File: src/design/tsli_pkg.sv
// ----------------------------------------------------------------------------
// tsli_pkg
// Shared types and constants for the calibration table search with linear
// interpolation: payload words, field widths, opcodes and register indexes.
// ----------------------------------------------------------------------------
package tsli_pkg;

  localparam int unsigned INTENSITY_BITS    = 16;
  localparam int unsigned T1_BITS           = 16;
  localparam int unsigned ENTRY_INDEX_BITS  = 8;
  localparam int unsigned TABLE_LENGTH_BITS = 9;
  localparam int unsigned CFG_DATA_BITS     = 16;
  localparam int unsigned TABLE_DEPTH_DEF   = 256;

  // weighted sum t1_hi*b + t1_lo*a needs one bit above the product width
  localparam int unsigned NUM_BITS = T1_BITS + INTENSITY_BITS + 1;

  localparam logic [TABLE_LENGTH_BITS-1:0] TABLE_LENGTH_RESET = 9'd256;
  localparam logic [T1_BITS-1:0]           NOT_FOUND_RESET    = 16'd20480;

  localparam logic OP_LOAD  = 1'b0;
  localparam logic OP_PIXEL = 1'b1;

  localparam logic CFG_IDX_TABLE_LENGTH = 1'b0;
  localparam logic CFG_IDX_NOT_FOUND_T1 = 1'b1;

  typedef struct packed {
    logic                              opcode;
    logic [ENTRY_INDEX_BITS-1:0]       entry_index;
    logic signed [INTENSITY_BITS-1:0]  entry_intensity;
    logic [T1_BITS-1:0]                entry_t1;
    logic signed [INTENSITY_BITS-1:0]  pixel_intensity;
  } item_t;

  typedef struct packed {
    logic [T1_BITS-1:0] t1_value;
    logic               found;
  } result_t;

endpackage

File: src/design/tsli_div.sv
// ----------------------------------------------------------------------------
// tsli_div
// Restoring unsigned divider, one quotient bit per cycle. A start pulse loads
// the operands; done pulses for one cycle when the quotient is ready.
// ----------------------------------------------------------------------------
module tsli_div
  import tsli_pkg::*;
#(
  parameter int unsigned NUM_W = NUM_BITS,
  parameter int unsigned DEN_W = INTENSITY_BITS
) (
  input  logic             clk,
  input  logic             rst,
  input  logic             start,
  input  logic [NUM_W-1:0] numer,
  input  logic [DEN_W-1:0] denom,
  output logic             done,
  output logic [NUM_W-1:0] quot
);

  localparam int unsigned CNT_W = (NUM_W > 1) ? $clog2(NUM_W) : 1;

  logic             busy;
  logic [CNT_W-1:0] count;
  logic [DEN_W-1:0] rem;
  logic [DEN_W-1:0] den;
  logic [NUM_W-1:0] q;

  logic [DEN_W:0]   trial;
  logic [DEN_W:0]   diff;
  logic             ge;
  logic [DEN_W-1:0] rem_next;

  always_comb begin
    trial    = {rem, q[NUM_W-1]};
    diff     = trial - {1'b0, den};
    ge       = (trial >= {1'b0, den});
    rem_next = ge ? diff[DEN_W-1:0] : trial[DEN_W-1:0];
  end

  always_ff @(posedge clk) begin
    if (rst) begin
      busy <= 1'b0;
      done <= 1'b0;
    end else begin
      done <= busy && !start && (count == CNT_W'(NUM_W - 1));
      if (start) begin
        busy  <= 1'b1;
        count <= '0;
        rem   <= '0;
        q     <= numer;
        den   <= denom;
      end else if (busy) begin
        rem   <= rem_next;
        q     <= {q[NUM_W-2:0], ge};
        count <= count + 1'b1;
        if (count == CNT_W'(NUM_W - 1)) begin
          busy <= 1'b0;
        end
      end
    end
  end

  assign quot = q;

endmodule

File: config.mk
export PLATFORM = sky130hd
export DESIGN_NAME = tsli_div
export DESIGN_NICKNAME = d
export VERILOG_FILES = /design/src/design/tsli_pkg.sv /design/src/design/tsli_div.sv
export SDC_FILE = /design/constraint.sdc
export NUM_CORES = 1
export LEC_CHECK = 0
export BUFFER_PORTS_ARGS = -buffer_cell sky130_fd_sc_hd__buf_2
export CORE_ASPECT_RATIO = 1.4
export CORE_UTILIZATION = 30
export CTS_CLUSTER_DIAMETER = 80
export DETAILED_ROUTE_END_ITERATION = 8
export HOLD_SLACK_MARGIN = 0.15
export PLACE_DENSITY = 0.5
export SLEW_MARGIN = 20
export SYNTH_ARGS = -nofsm -noshare
export SYNTH_HDL_FRONTEND = slang
export SYNTH_SLANG_ARGS = --single-unit
File: constraint.sdc
create_clock -name clk -period 3.3 [get_ports clk]
set_input_delay 0.165 -clock clk [delete_from_list [all_inputs] [get_ports clk]]
set_output_delay 0.165 -clock clk [all_outputs]
set_load 0.02 [all_outputs]
==> impl_metrics.ini, run 1 <==
[sta]
fin_crit_sh = 0.825
period_minus_slack_ps = 2720
hold_violations = 0
finClkSkew_ps = 7.87
max_freq_mhz = 367
worst_slew_margin_rel = 0.530
setup_viol = 0
worst_pin_slew_ps = 699
rsz0062_at_grt = no
setup_tns_ps = 0
hold-worst-slack_ps = 174
drv_slew = 0

[global_routing]
grt_pass1_vias = 3165
grt_pass1_wl_um = 15200
antenna_found_initial = 0
gr-total-overflow = 0
grt_max_degree = 35
grt_use_total = 0.141

[yosys]
yosysSeqAreaShare = 0.546
synth_compound_area_frac = 0.0871
syn_nets = 395
synth_most_common_cell = edfxtp_1
async_reset_ff_frac = 0
synth.ff_latch_count = 73
yosys_most_used_dff = edfxtp_1
synth_mux_area_frac = 0.126
syn_inst = 324
synth.avg_cell_area_um2 = 12.3
yosys.area.top_type = edfxtp_1
synth_fa_ha_area_frac = 0.0617
synth_top_family_by_area = multiplexers
syn_area_mm2 = 0.00398
synthSimpleGateAreaFrac = 0.113
synthDistinctLibCells = 51
synth_edf_count = 71
synth.top_cells.by_count = edfxtp_1 (71), mux2_2 (32), nor2_1 (26)
yosysWarnings = 0
synthDominantCellAreaShare = 0.536
synthTopCellsByArea = edfxtp_1 (54%), mux2_2 (9.1%), ha_1 (5.7%)
yosys.area_share.xor_xnor = 0.0264

[clocking]
clock_sinks = 73
h-tree-depth = 3
cts_setup_buffers = 0
clock_path_buffers = 2
post_cts_resized = 0
clk_pin_slew_ps = 60
cts_inserted_buffers = 9
ctsRootBufferMaster = clkbuf_16
clkLatencyLatePin_ps = 330
cts_tree = done

[routing]
vias = 3033
drt-pass1-iter-count = 4
final_antenna_net_count = 0
vias_per_cell = 4.90
wl_per_cell_um = 14.8
drt_wl_total_um = 9160
drt-initial-drc-count = 140
route.detailed.drc = 0

[finish]
register_area_mm2 = 0.00217
finalNonFillerCells = 619
multi_input_area_mm2 = 0.00165
syn2layout_area_growth_pct = 33.9
drive_above_1_share = 0.324
antenna_cells = 0
layout.nets = 532
nFillCells = 1258

[critical_path]
crit_fanout = 9
end_kind = flip-flop
setup.worst_path.class = flip-flop to flip-flop
worstPathRequired_ps = 3370
rr_worst_depth = 8
timing.rr.start = rem[8]
setup.worst_path.start_class = flip-flop
r2r_end = rem[2]
r2r_slack_ps = 580
arrival_ps = 2790

[floorplanning]
core_mm2 = 0.0129
die-area_mm2 = 0.0137
die_y_um = 138
initial_utilization = 0.309
fp-row-count = 49
io_pins = 86
die-width_um = 99.3

[placed_design]
gp_congestion = 0.816
port_buffers = 85
dp_cells = 555
dpl.hpwl_um = 6500

[job]
cap_violations = 0

[min_path]
min_path_cells = 3
hp-start = numer[0]
hp-class = primary input to flip-flop
whs_endpoint = quot[0]

[power_and_ir_drop]
p_leak_uw = 0.00220
pwr_density_cell_mw_per_mm2 = 508
ir_drop_uv = 259

[status]
status = completed
-- cell type report --
type | instances | share of cell area
sequential | 73 | 0.408
timing repair buffer | 140 | 0.180
multi-input combinational | 214 | 0.310
tap | 153 | 0.0359
clock buffer | 11 | 0.0437
clock inverter | 5 | 0.00611
inverter | 23 | 0.0162
-- routing by layer --
metal  vias up  part of all wire  routed length [um]  track usage
li1       1471                 -                   -            -
met1      1437              0.42                3850        0.164
met2       110              0.50                4610        0.245
met3        15             0.053                 483       0.0329
met4         0             0.023                 211       0.0627
met5         -                 0                   0            0
-- worst max-delay path: stages, from the launching register on --
cell,delay [ps]
edfxtp_1,390
ha_1,460
nand3_2,190
nor4_2,310
nor3_2,80
a31oi_2,490
buf_4,270
mux2i_1,210
nor2_1,60
-- cells by family after synthesis --
group | count (synthesis)
mux | 45
fa+ha+maj | 19
xor+xnor | 12
simple gates | 86
compound gates | 52
buf+inv | 37
flops | 73
-- how the worst max path moves through the flow --
stage	startpoint	end	slack (ps)	cells after the start
finish	rem[8]	rem[2]	580	8
global route	rem[8]	rem[15]	400	8
CTS	rem[8]	rem[2]	580	8
detailed placement	rem[8]	rem[2]	580	8
global placement	rem[8]	rem[5]	640	8
floorplan	start	count[0]	70	3
-- through the flow --
| step | power [uW] | cell area [um2] | setup WS, ps | util |
|---|---|---|---|---|
| after floorplan | 1640 | 3980 | 73.6 | - |
| after global placement | 1790 | 4580 | 640 | 0.356 |
| after detailed placement | 1800 | 4580 | 584 | 0.356 |
| after CTS | 2730 | 5330 | 576 | 0.414 |
| after global routing | 2840 | 5330 | 399 | 0.414 |
| final | 2710 | 5330 | 578 | 0.414 |
-- placed cells by master, fill, tap and decap left out, drive strengths merged, types with 2 or more instances in the layout --
cell / n
nand3b: 4
or3: 2
nor3: 4
nor2: 28
a31oi: 4
clkbuf: 11
and2: 2
nor2b: 4
o22ai: 5
xnor2: 8
o21ai: 10
and3: 3
nand2: 19
dfxtp: 2
mux2: 34
mux2i: 11
dlygate4sd3: 48
nand4: 3
edfxtp: 71
a21o: 3
o31ai: 2
xor2: 4
o2111ai: 3
nor3b: 3
buf: 92
clkinv: 3
nand3: 8
ha: 18
clkinvlp: 2
a21oi: 15
nand2b: 3
o21a: 2
inv: 23
-- repair_timing --
action | in CTS | in global routing
setup endpoints to repair | 0 | 0
endpoints found under the hold margin | 48 | 0
hold buffers | 48 | 0
-- registers in the layout, summed over array words and instances (netlist names) --
register  count
done          1
count         6
rem          16
quot         33
den          16
busy          1
-- power by group --
part           switching (uW)  internal, uW
registers                35.1          1120
clock network             374           507
logic                     363           311
total                     772          1930
Power figures use the tool's default switching activity.
==> run 2, diff against run 1 <==
Settings changed: ABC_AREA set to 1.
Clock period 3.3 ns to 2.3 ns, I/O delays scaled along.
==> impl_metrics.ini, run 2 <==
[global_routing]
grt_pass1_wl_um = 17900
gr-total-overflow = 0
grt_use_total = 0.161
grt_pass1_vias = 3760
antenna_found_initial = 0
grt_max_degree = 38

[routing]
drt-pass1-iter-count = 4
route.detailed.drc = 0
wl_per_cell_um = 12.8
vias_per_cell = 4.37
vias = 3717
drt-initial-drc-count = 159
final_antenna_net_count = 0
drt_wl_total_um = 10900

[placed_design]
dpl.hpwl_um = 7900
dp_cells = 785
place_ws_ps = 63.4
port_buffers = 85
gp_congestion = 0.839
placed_area_mm2 = 0.00491

[clocking]
clkLatencyLatePin_ps = 340
cts_tree = done
clock_path_buffers = 2
ctsRootBufferMaster = clkbuf_16
cts_inserted_buffers = 9
cts_setup_buffers = 0
clk_pin_slew_ps = 60
clock_sinks = 73
h-tree-depth = 3

[power_and_ir_drop]
intPower_uw = 2920
pwr_density_cell_mw_per_mm2 = 719
switching_share = 0.295
pwr-share-comb = 0.228
sequentialPowerShare = 0.397
p_leak_uw = 0.00283
clock_power_share = 0.375
ir_drop_uv = 282
p_sw_uw = 1220

[sta]
finClkSkew_ps = 11.3
hold-worst-slack_ps = 319
max_freq_mhz = 468
setup_viol = 0
setup_ws_ps = 165
hold_violations = 0
rsz0062_at_grt = no
worst_slew_margin_rel = 0.720
worst_pin_slew_ps = 420
period_minus_slack_ps = 2140
setup_tns_ps = 0
drv_slew = 0
fin_crit_sh = 0.928

[finish]
final_cell_area_mm2 = 0.00576
final_cell_mix = nand2_1 (215), buf_2 (85), edfxtp_1 (71), inv_1 (70), dlygate4sd3_1 (50)
layout.nets = 732
largest_register_ffs = 33
drive_above_1_share = 0.219
syn2layout_area_growth_pct = 34.8
finalNonFillerCells = 851
antenna_cells = 0
layout_commonest_cell = nand2_1

[floorplanning]
die-area_mm2 = 0.0147
die-width_um = 103
fp-row-count = 51
initial_utilization = 0.307
die_y_um = 143
io_pins = 86
core_mm2 = 0.0139

[critical_path]
crit_fanout = 13
r2r_end = rem[13]
r2r_slack_ps = 160
startpoint = rem[5]
worstPathRequired_ps = 2390
timing.rr.start = rem[5]
setup.worst_path.start_class = flip-flop
setup.worst_path.class = flip-flop to flip-flop
end_kind = flip-flop
arrival_ps = 2230
rr_worst_depth = 10

[min_path]
hp-start = start
min_path_cells = 4
hp-class = primary input to flip-flop
whs_endpoint = done

[yosys]
syn_area_mm2 = 0.00427
synth.avg_cell_area_um2 = 8.20
async_reset_ff_frac = 0
synth.ff_latch_count = 73
yosys.area.top_type = edfxtp_1
synth_most_common_cell = nand2_1
synthDistinctLibCells = 31
yosysSeqAreaShare = 0.508
synth_edf_count = 71
synthDominantCellAreaShare = 0.499
syn_nets = 592
yosysWarnings = 0
yosys_most_used_dff = edfxtp_1
synth.top_cells.by_count = nand2_1 (215), edfxtp_1 (71), inv_1 (71)
syn_inst = 521
synthTopCellsByArea = edfxtp_1 (50%), nand2_1 (19%), inv_1 (6.2%)

[status]
status = completed

[job]
cap_violations = 0
-- run 2: cell count changes in the layout (fill, tap and decap cells not counted), sizes merged, moves of 5 or more --
cell    before  now
nor2        28   56
xnor2        8    0
inv         23   79
mux2        34    0
nand3b       4    9
nand2       19  222
o21ai       10    2
a21oi       15    9
nand3        8   19
o22ai        5    0
mux2i       11    0
-- run 2: power by group through the flow --
stage	Combinational, uW	Sequential, uW	Clock (uW)
CTS	944	1640	1590
finish	943	1640	1550
global route	1070	1660	1640
global placement	872	1670	0
detailed placement	876	1670	0
floorplan	598	1710	0
-- run 2: stage by stage --
step / utilization / total power [uW]
4_1_cts: 0.412 / 4180
6_report: 0.414 / 4140
5_1_grt: 0.414 / 4360
3_3_place_gp: 0.353 / 2540
2_1_floorplan: - / 2310
3_5_place_dp: 0.353 / 2550
-- run 2: worst max path at each step --
stage          cells after the start  slack (ps)      end
6_report                          10         160  rem[13]
2_1_floorplan                     13         300   rem[8]
4_1_cts                           13          40  rem[12]
3_3_place_gp                      13          70  rem[12]
3_5_place_dp                      13          60  rem[12]
5_1_grt                           13          30   rem[8]
-- run 2: critical path: stages (launching register included) --
cell,delay (ps)
edfxtp_1,410
ha_1,380
nand2_1,160
nor2_2,170
nand3_2,140
nand3_2,120
nand2_2,70
nand2_4,160
inv_4,120
nor2_2,120
nor2_1,40
-- run 2: layout make-up --
cell class / instances / area (um2)
Fill cell: 1434 / 8150
Timing Repair Buffer: 143 / 986
Clock inverter: 6 / 92.6
Clock buffer: 10 / 229
Tap cell: 185 / 231
Multi-Input combinational cell: 356 / 1750
Inverter: 78 / 295
Sequential cell: 73 / 2170
-- run 2: layer usage --
layer  share of wire  GRT usage  wire, um  vias up
li1                -          -         -     1908
met1            0.41      0.182      4510     1680
met2            0.51      0.291      5610      109
met3           0.048     0.0343       525       20
met4           0.024     0.0623       263        0
met5               0          0         0        -
-- run 2: logic make-up (layout without fill, tap and decap cells) --
logic type,Yosys count,count (layout),synth area share
flip-flops,73,73,0.508
buffers and inverters,92,237,0.0902
AND/OR/NAND/NOR,320,320,0.317
XOR/XNOR,6,6,0.0123
adder cells (fa/ha/maj),19,19,0.0574
AO/OA/AOI/OAI,11,11,0.0146
-- run 2: repair_timing --
action                                  CTS  global route
resized for setup                         0             5
endpoints found under the setup margin    0            12
hold buffers                             50             0
hold endpoints to repair                 50             0
==> run 3, diff against run 2 <==
Settings changed: PLACE_DENSITY 0.5 to 0.48.
Clock period 2.3 ns to 2.52 ns, I/O delays scaled along.
==> impl_metrics.ini, run 3 (same netlist as run 2, synthesis figures left out) <==
[status]
status = completed

[sta]
worst_slew_margin_rel = 0.643
setup_viol = 0
drv_slew = 0
max_freq_mhz = 445
period_minus_slack_ps = 2250
setup_tns_ps = 0
hold_violations = 0
finClkSkew_ps = 5.74
rsz0062_at_grt = no
worst_pin_slew_ps = 536
setup_ws_ps = 273
fin_crit_sh = 0.892

[critical_path]
worstPathBufferInverterCount = 1
setup.worst_path.class = flip-flop to flip-flop
critical_path.cell_chain = ha_1 -> nand2_1 -> nor2_1 -> nand3_1 -> nand3_2 -> nand2_2 -> nand2_4 -> inv_4 -> nor2_2 -> nor2_1
crit_fanout = 13
crit_top_cell = nor2_1
arrival_ps = 2340
end_kind = flip-flop
crit_family = simple AND/OR/NAND/NOR gates
cpPeakStageDelay_ps = 450
cpMaxStageDelayCell = ha_1
worstPathRequired_ps = 2610
setup.worst_path.start_class = flip-flop

[routing]
vias = 3702
drt-initial-drc-count = 139
wl_per_cell_um = 12.6
final_antenna_net_count = 0
vias_per_cell = 4.36
drt_wl_total_um = 10700
route.detailed.drc = 0
drt-pass1-iter-count = 4

[power_and_ir_drop]
ir_drop_uv = 271
p_sw_uw = 1120
clock_power_share = 0.365
p_leak_uw = 0.00282
intPower_uw = 2590
switching_share = 0.301
sequentialPowerShare = 0.405
pwr_density_cell_mw_per_mm2 = 648
pwr-share-comb = 0.230

[clocking]
clk_pin_slew_ps = 60
clock_path_buffers = 2
cts_setup_buffers = 0
h-tree-depth = 3
post_cts_resized = 0
clock_sinks = 73
clkLatencyLatePin_ps = 330
cts_inserted_buffers = 9
ctsRootBufferMaster = clkbuf_16
cts_tree = done

[floorplanning]
fp-row-count = 51
die_y_um = 143
die-width_um = 103
die-area_mm2 = 0.0147
initial_utilization = 0.307
core_mm2 = 0.0139
io_pins = 86

[global_routing]
grt_pass1_vias = 3687
grt_max_degree = 42
antenna_found_initial = 0
grt_use_total = 0.156
grt_pass1_wl_um = 17300
gr-total-overflow = 0

[placed_design]
place_ws_ps = 272
port_buffers = 85
dpl.hpwl_um = 7760
placed_area_mm2 = 0.00491
gp_congestion = 0.858

[finish]
layout_commonest_cell = nand2_1
nFillCells = 1447
final_cell_mix = nand2_1 (215), buf_2 (85), inv_1 (71), edfxtp_1 (71), dlygate4sd3_1 (50)
layout.nets = 730
final_cell_area_mm2 = 0.00572
drive_above_1_share = 0.212
antenna_cells = 0
largest_register_ffs = 33
syn2layout_area_growth_pct = 34.0

[min_path]
hp-class = primary input to flip-flop

[job]
cap_violations = 0
[run 3: area by class of cell]
type                            instances  area (um2)  area share
Sequential cell                        73        2170       0.379
Multi-Input combinational cell        356        1730       0.302
Timing Repair Buffer                  141         983       0.172
Inverter                               78         295      0.0516
Tap cell                              185         231      0.0404
Clock buffer                           10         239      0.0417
Clock inverter                          6        73.8      0.0129
[run 3: power by group through the flow]
stage / registers [uW] / logic [uW] / clock network, uW
global route: 1510 / 970 / 1430
CTS: 1500 / 862 / 1400
finish: 1500 / 853 / 1350
floorplan: 1560 / 545 / 0
global placement: 1520 / 802 / 0
detailed placement: 1530 / 798 / 0
[run 3: final timing paths]
path / slack (ps) / cells after the start / start / endpoint
setup / recovery: 270 / 10 / rem[1] / rem[13]
hold / removal: 290 / 4 / start / rem[7]
setup reg to reg: 270 / 10 / rem[1] / rem[13]
hold reg to reg: 530 / 2 / busy / done
[run 3: what timing repair did]
action,4_1_cts,5_1_grt
hold endpoints to repair,50,0
hold buffers,50,0
endpoints found under the setup margin,0,0
[run 3: tightest hold or removal path: cells and delay by family]
family | cells | cell delay [ps]
buffers and inverters | 2 | 200
and+or+nand+nor | 2 | 120
[run 3: stage by stage]
step | utilization | std cells | power [uW] | hold slack [ps]
after floorplan | - | 521 | 2100 | 203
after global placement | 0.353 | 783 | 2330 | 302
after detailed placement | 0.353 | 783 | 2320 | 305
after CTS | 0.411 | 849 | 3760 | 289
after global routing | 0.411 | 849 | 3910 | 314
final | 0.411 | 849 | 3710 | 292
[run 3: per-layer routing]
metal | global-route usage | vias up | part of all wire
li1 | - | 1909 | -
met1 | 0.176 | 1672 | 0.42
met2 | 0.286 | 110 | 0.51
met4 | 0.0430 | 0 | 0.014
met3 | 0.0372 | 11 | 0.053
met5 | 0 | - | 0
